File: src/pts_pkg.sv
// ----------------------------------------------------------------------------
// pts_pkg
// Shared types and constants of the periodic task tick scheduler: command
// codes, item layouts, slot memory entry and controller states.
// ----------------------------------------------------------------------------
package pts_pkg;

  localparam int unsigned TASK_SLOTS_DEF = 8;

  typedef enum logic [2:0] {
    CMD_TICK    = 3'd0,
    CMD_CREATE  = 3'd1,
    CMD_SUSPEND = 3'd2,
    CMD_RESUME  = 3'd3,
    CMD_DELETE  = 3'd4
  } cmd_e;

  typedef struct packed {
    logic [2:0]  command;
    logic [2:0]  task_id;
    logic [15:0] period;
    logic [15:0] first_delay;
  } pts_in_t;

  typedef struct packed {
    logic       fired;
    logic [2:0] fired_id;
    logic       last;
  } pts_out_t;

  typedef struct packed {
    logic [15:0] period;
    logic [15:0] countdown;
  } slot_entry_t;

  typedef enum logic [1:0] {
    ST_IDLE,
    ST_WALK,
    ST_FINISH
  } state_e;

endpackage

File: src/periodic_task_tick_scheduler_core.sv
// ----------------------------------------------------------------------------
// periodic_task_tick_scheduler_core
// Table of periodic task slots with create, suspend, resume, delete and tick
// commands; a tick reports every slot that fires, in ascending slot order.
// ----------------------------------------------------------------------------
// Period and countdown of each slot live in one synchronous memory with a
// registered read; valid and ready marks are flip-flops cleared at reset. A
// tick walks the memory one slot per cycle, reading the next slot while the
// current one is updated and written back; the walk pauses while a report
// waits on a stalled output. Create, suspend, resume, delete and unknown
// commands give one empty item. The output register lets a new command in
// while the last result still waits.
module periodic_task_tick_scheduler_core #(
  parameter int unsigned TASK_SLOTS = pts_pkg::TASK_SLOTS_DEF
) (
  input  logic              clk_i,
  input  logic              rst_ni,
  input  logic              in_valid_i,
  output logic              in_stall_o,
  input  pts_pkg::pts_in_t  in_data_i,
  output logic              out_valid_o,
  input  logic              out_stall_i,
  output pts_pkg::pts_out_t out_data_o
);

  localparam int unsigned SLOT_W = (TASK_SLOTS > 1) ? $clog2(TASK_SLOTS) : 1;
  localparam int unsigned CNT_W  = $clog2(TASK_SLOTS + 1);
  localparam logic [CNT_W-1:0] CNT_END = CNT_W'(TASK_SLOTS);

  pts_pkg::state_e      state_q, state_d;
  logic [CNT_W-1:0]     rd_cnt_q, rd_cnt_d;
  logic                 ex_vld_q, ex_vld_d;
  logic [SLOT_W-1:0]    ex_idx_q, ex_idx_d;
  logic                 pend_vld_q, pend_vld_d;
  logic [SLOT_W-1:0]    pend_idx_q, pend_idx_d;
  logic                 out_vld_q, out_vld_d;
  pts_pkg::pts_out_t    out_data_q, out_data_d;
  logic [TASK_SLOTS-1:0] valid_q, valid_d;
  logic [TASK_SLOTS-1:0] ready_q, ready_d;

  pts_pkg::slot_entry_t slot_mem [TASK_SLOTS];
  pts_pkg::slot_entry_t rdata_q;
  pts_pkg::slot_entry_t mem_wdata;
  logic [SLOT_W-1:0]    mem_waddr;
  logic                 mem_we;
  logic                 mem_re;

  logic              in_acc;
  logic              id_ok;
  logic [SLOT_W-1:0] id_idx;
  logic              out_free;
  logic              out_load;
  logic              ex_active;
  logic              ex_fire;
  logic              hold;

  assign in_stall_o  = (state_q != pts_pkg::ST_IDLE);
  assign in_acc      = in_valid_i && !in_stall_o;
  assign id_ok       = (32'(in_data_i.task_id) < TASK_SLOTS);
  assign id_idx      = SLOT_W'(in_data_i.task_id);
  assign out_free    = !out_vld_q || !out_stall_i;
  assign ex_active   = valid_q[ex_idx_q] && ready_q[ex_idx_q];
  assign ex_fire     = ex_vld_q && ex_active && (rdata_q.countdown == '0);
  assign hold        = ex_fire && pend_vld_q && !out_free;
  assign out_valid_o = out_vld_q;
  assign out_data_o  = out_data_q;

  always_comb begin
    state_d    = state_q;
    rd_cnt_d   = rd_cnt_q;
    ex_vld_d   = ex_vld_q;
    ex_idx_d   = ex_idx_q;
    pend_vld_d = pend_vld_q;
    pend_idx_d = pend_idx_q;
    valid_d    = valid_q;
    ready_d    = ready_q;
    out_load   = 1'b0;
    out_data_d = out_data_q;
    mem_we     = 1'b0;
    mem_re     = 1'b0;
    mem_waddr  = ex_idx_q;
    mem_wdata  = rdata_q;
    unique case (state_q)
      pts_pkg::ST_IDLE: begin
        if (in_acc) begin
          pend_vld_d = 1'b0;
          if (in_data_i.command == pts_pkg::CMD_TICK) begin
            rd_cnt_d = '0;
            ex_vld_d = 1'b0;
            state_d  = pts_pkg::ST_WALK;
          end else begin
            state_d = pts_pkg::ST_FINISH;
            if (id_ok) begin
              unique case (in_data_i.command)
                pts_pkg::CMD_CREATE: begin
                  mem_we              = 1'b1;
                  mem_waddr           = id_idx;
                  mem_wdata.period    = in_data_i.period;
                  mem_wdata.countdown = in_data_i.first_delay;
                  valid_d[id_idx]     = 1'b1;
                  ready_d[id_idx]     = 1'b1;
                end
                pts_pkg::CMD_SUSPEND: ready_d[id_idx] = 1'b0;
                pts_pkg::CMD_RESUME:  ready_d[id_idx] = 1'b1;
                pts_pkg::CMD_DELETE:  valid_d[id_idx] = 1'b0;
                default: ;
              endcase
            end
          end
        end
      end
      pts_pkg::ST_WALK: begin
        if (!hold) begin
          if (rd_cnt_q != CNT_END) begin
            mem_re   = 1'b1;
            ex_vld_d = 1'b1;
            ex_idx_d = rd_cnt_q[SLOT_W-1:0];
            rd_cnt_d = rd_cnt_q + 1'b1;
          end else begin
            ex_vld_d = 1'b0;
          end
          if (ex_vld_q && ex_active) begin
            mem_we              = 1'b1;
            mem_waddr           = ex_idx_q;
            mem_wdata.period    = rdata_q.period;
            mem_wdata.countdown = ex_fire ? (rdata_q.period - 16'd1)
                                          : (rdata_q.countdown - 16'd1);
          end
          if (ex_fire) begin
            pend_vld_d = 1'b1;
            pend_idx_d = ex_idx_q;
            if (pend_vld_q) begin
              out_load            = 1'b1;
              out_data_d.fired    = 1'b1;
              out_data_d.fired_id = 3'(pend_idx_q);
              out_data_d.last     = 1'b0;
            end
          end
          if (ex_vld_q && (rd_cnt_q == CNT_END)) begin
            state_d = pts_pkg::ST_FINISH;
          end
        end
      end
      pts_pkg::ST_FINISH: begin
        if (out_free) begin
          out_load            = 1'b1;
          out_data_d.fired    = pend_vld_q;
          out_data_d.fired_id = pend_vld_q ? 3'(pend_idx_q) : 3'd0;
          out_data_d.last     = 1'b1;
          state_d             = pts_pkg::ST_IDLE;
        end
      end
      default: state_d = pts_pkg::ST_IDLE;
    endcase
    out_vld_d = out_load || (out_vld_q && out_stall_i);
  end

  always_ff @(posedge clk_i or negedge rst_ni) begin
    if (!rst_ni) begin
      state_q    <= pts_pkg::ST_IDLE;
      rd_cnt_q   <= '0;
      ex_vld_q   <= 1'b0;
      pend_vld_q <= 1'b0;
      out_vld_q  <= 1'b0;
      valid_q    <= '0;
      ready_q    <= '0;
    end else begin
      state_q    <= state_d;
      rd_cnt_q   <= rd_cnt_d;
      ex_vld_q   <= ex_vld_d;
      pend_vld_q <= pend_vld_d;
      out_vld_q  <= out_vld_d;
      valid_q    <= valid_d;
      ready_q    <= ready_d;
    end
  end

  always_ff @(posedge clk_i) begin
    ex_idx_q   <= ex_idx_d;
    pend_idx_q <= pend_idx_d;
    out_data_q <= out_data_d;
  end

  always_ff @(posedge clk_i) begin
    if (mem_we) begin
      slot_mem[mem_waddr] <= mem_wdata;
    end
    if (mem_re) begin
      rdata_q <= slot_mem[rd_cnt_q[SLOT_W-1:0]];
    end
  end

`ifndef ASSERT_OFF
  a_no_overwrite: assert property (@(posedge clk_i) disable iff (!rst_ni)
    (out_vld_q && out_stall_i) |-> !out_load)
    else $error("output item overwritten while stalled");

  a_hold_keeps_slot: assert property (@(posedge clk_i) disable iff (!rst_ni)
    (state_q == pts_pkg::ST_WALK && hold) |=> ($stable(ex_idx_q) && $stable(rdata_q)))
    else $error("slot in update lost during hold");

  a_finish_after_walk: assert property (@(posedge clk_i) disable iff (!rst_ni)
    (state_q == pts_pkg::ST_WALK && state_d == pts_pkg::ST_FINISH)
      |=> (!ex_vld_q && rd_cnt_q == CNT_END))
    else $error("walk ended before all slots were updated");

  a_no_rw_same_slot: assert property (@(posedge clk_i) disable iff (!rst_ni)
    (mem_we && mem_re) |-> (mem_waddr != rd_cnt_q[SLOT_W-1:0]))
    else $error("read and write of the same slot in one cycle");
`endif

endmodule

File: config.mk
export PLATFORM = sky130hd
export DESIGN_NAME = periodic_task_tick_scheduler_core
export DESIGN_NICKNAME = d
export VERILOG_FILES = /design/src/pts_pkg.sv /design/src/periodic_task_tick_scheduler_core.sv
export SDC_FILE = /design/constraint.sdc
export NUM_CORES = 1
export LEC_CHECK = 0
export ABC_AREA = 1
export BUFFER_PORTS_ARGS = -buffer_cell sky130_fd_sc_hd__buf_2
export CAP_MARGIN = 30
export CORE_MARGIN = 5
export CORE_UTILIZATION = 60
export DETAILED_ROUTE_END_ITERATION = 6
export PLACE_DENSITY = 0.77
export RECOVER_POWER = 50
export SYNTH_ARGS = -nofsm -noshare
export SYNTH_HDL_FRONTEND = slang
export SYNTH_SLANG_ARGS = --single-unit
File: constraint.sdc
create_clock -name clk_i -period 5 [get_ports clk_i]
set_input_delay 1 -clock clk_i [delete_from_list [all_inputs] [get_ports clk_i]]
set_output_delay 1 -clock clk_i [all_outputs]
set_load 0.1 [all_outputs]
==> results.json <==
{
  "status": "finished clean",
  "yosys.area.top_type_share": 0.6260,
  "grt_max_degree": 72,
  "io_buffers": 48,
  "slew_viol_final": 0,
  "instances_no_fill": 1678,
  "slew_headroom": 0.08375,
  "clockPowerShare": 0.330,
  "design_area_um2": 15820,
  "p_switching_uw": 2049,
  "cts_tree": "yes",
  "clk-insertion-delay-late_ns": 0.51,
  "drive_above_1_share": 0.1192,
  "wl_per_cell_um": 19.79,
  "clk_pin_slew_ns": 0.06,
  "areaGrowthSynthToFinish_pct": 10.28,
  "setup-tns-final_ns": 0,
  "start_kind": "flop",
  "synth_seq_cells": 324,
  "diodes": 0,
  "dr.pass1.iters": 6,
  "syn_avg_cell_area_um2": 11.06,
  "globalRouteOverflowTotal": 0,
  "period_needed_ns": 4.085,
  "synth-main-ff-cell": "edfxtp_1",
  "multi_input_area_um2": 4120,
  "initial_core_util": 0.6111,
  "p_total_uw": 6884,
  "dieArea_um2": 27100,
  "register_area_um2": 9608,
  "grt_pass1_wl_mm": 52.03,
  "p_per_area_nw_per_um2": 435.2,
  "synth_cells": 1297,
  "first_iter_violations": 1033,
  "setup_ws_ns": 0.9154,
  "die_h_um": 164.6,
  "critPathCaptureType": "flop",
  "required_ns": 5.24,
  "path_max_fanout": 26,
  "yosysTopAreaCell": "edfxtp_1",
  "synth_fp_nets": 1345,
  "fillers": 1761,
  "synth_area_um2": 14340,
  "wl_mm": 33.21,
  "drv_cap": 0,
  "crit_type": "flop to flop",
  "grt_usage": 0.2492,
  "synth_area_leaders": "edfxtp_1 (63%), nor2_1 (6.6%), o21ai_0 (6.2%)",
  "grt_pass1_vias": 9437,
  "synth_most_common_cell": "edfxtp_1",
  "p_int_uw": 4835,
  "irDropWorstVdd_mv": 0.3884,
  "p_sw_frac": 0.2976,
  "critical_path_arrival_ns": 4.32,
  "cts_resized": 0,
  "r2r_cells": 11,
  "p_seq_frac": 0.488,
  "postCtsSetupRepairBufs": 0,
  "ioPinCount": 49,
  "synth_edf_count": 299,
  "vias_per_cell": 5.964,
  "timing.rr.end": "slot_mem[3][0]",
  "async_flop_share": 0.07716,
  "gp_congestion": 0.9778,
  "r2r-start": "rdata_q[9]",
  "grt_setup_unrepaired": "no",
  "dp.cells": 1619,
  "drc": 0,
  "clockBufferDepth": 3,
  "clock_skew_ns": 0.01555,
  "holdBufCountCts": 0,
  "cts_num_sinks": 324,
  "p_comb_frac": 0.182,
  "dpl.hpwl_mm": 19.62,
  "numCtsBuffers": 34,
  "cts_htree_levels": 2,
  "finalCritPeriodShare": 0.8169,
  "synth_common_cells": "edfxtp_1 (299), nor2_1 (253), o21ai_0 (179)",
  "ys_types": 44,
  "die_x_um": 164.6,
  "power_leakage_uw": 0.005694,
  "final-setup-viol-count": 0,
  "fp.coreArea_um2": 23470,
  "antenna_found_initial": 0,
  "final_nets": 1384,
  "finalHoldViolations": 0,
  "pre_cts_slack_ns": 1.450,
  "timing.fmax_mhz": 244.8,
  "synth_seq_area_share": 0.6696,
  "vias": 10010,
  "worstHoldPathCells": 2,
  "place_area_um2": 14910,
  "clock-root-buffer": "clkbuf_16",
  "tightest_slew_ns": 1.374,
  "reg2reg_slack_ns": 0.92,
  "hold_class": "flop to flop",
  "postRouteAntennaNets": 0,
  "ys_warn_count": 0,
  "num_rows": 56
}
worst max-delay path, stage by stage (launching register included):
cell,delay (ns)
edfxtp_1,0.43
nor2_1,0.17
nand4_1,0.23
nor2_8,0.41
nand3_1,0.67
inv_1,0.25
nand3_1,0.17
nand2_4,0.24
nor2_1,0.10
nor2_1,0.57
nor3_2,0.27
buf_12,0.25
cells in the final DEF (no fill, tap or decap), types with 18 or more instances in the layout:
cell type / count
clkbuf_1: 18
o22ai_1: 33
nand4_1: 25
nor2_1: 256
a21oi_1: 26
o21ai_0: 183
dfrtp_1: 24
buf_2: 39
clkbuf_16: 35
a31oi_1: 39
nand2_1: 138
edfxtp_1: 299
inv_1: 67
nand3_1: 33
worst max path at each step:
stage | from | endpoint | slack [ns] | depth (start not counted)
global placement | rd_cnt_q[0] | rdata_q[20] | 1.52 | 6
global route | rdata_q[9] | slot_mem[3][13] | 0.65 | 11
floorplan | in_data_i[35] | slot_mem[2][0] | 0.34 | 8
detailed placement | rd_cnt_q[0] | rdata_q[18] | 1.45 | 6
finish | rdata_q[9] | slot_mem[3][0] | 0.92 | 11
CTS | rd_cnt_q[0] | rdata_q[4] | 1.41 | 6
kinds of logic after synthesis:
| group | count (synthesis) | synth area share |
|---|---|---|
| compound gates | 301 | 0.1149 |
| flops | 324 | 0.6696 |
| simple gates | 521 | 0.1677 |
| fa+ha+maj | 6 | 0.005234 |
| buf+inv | 143 | 0.04135 |
| xor+xnor | 2 | 0.001221 |
layer usage:
metal / share of wire / track usage
met1: 0.43 / 0.3555
met2: 0.47 / 0.4031
met3: 0.074 / 0.03868
met4: 0.024 / 0.07297
met5: 0 / 0
final cells by class:
class	instances	area share
sequential	324	0.6074
clock buffer	44	0.05877
multi-input combinational	830	0.2605
inverter	76	0.01811
timing repair buffer	70	0.02586
clock inverter	15	0.004192
tap	319	0.02523
power groups by stage:
stage,sequential [uW],combinational [uW],clock [uW]
after floorplan,3490,860,0
after global placement,3410,1250,0
after detailed placement,3410,1280,0
after CTS,3360,1280,2300
after global routing,3370,1390,2420
final,3360,1250,2270
state kept, by name, indices dropped and copies added, names as in the netlist, named ones only:
| signal | count |
|---|---|
| ex_idx_q | 3 |
| ex_vld_q | 1 |
| out_data_o | 5 |
| out_valid_o | 1 |
| pend_idx_q | 3 |
| pend_vld_q | 1 |
| rd_cnt_q | 4 |
| rdata_q | 32 |
| slot_mem | 256 |
| state_q | 2 |
metrics by stage:
step                      utilization  hold slack (ns)
after detailed placement       0.6354           0.4796
after CTS                      0.6778           0.4893
final                          0.6739           0.4996
after floorplan                     -           0.4523
after global routing           0.6739           0.5244
after global placement         0.6352           0.4841
Note: power is estimated with default switching activity, not from simulation.
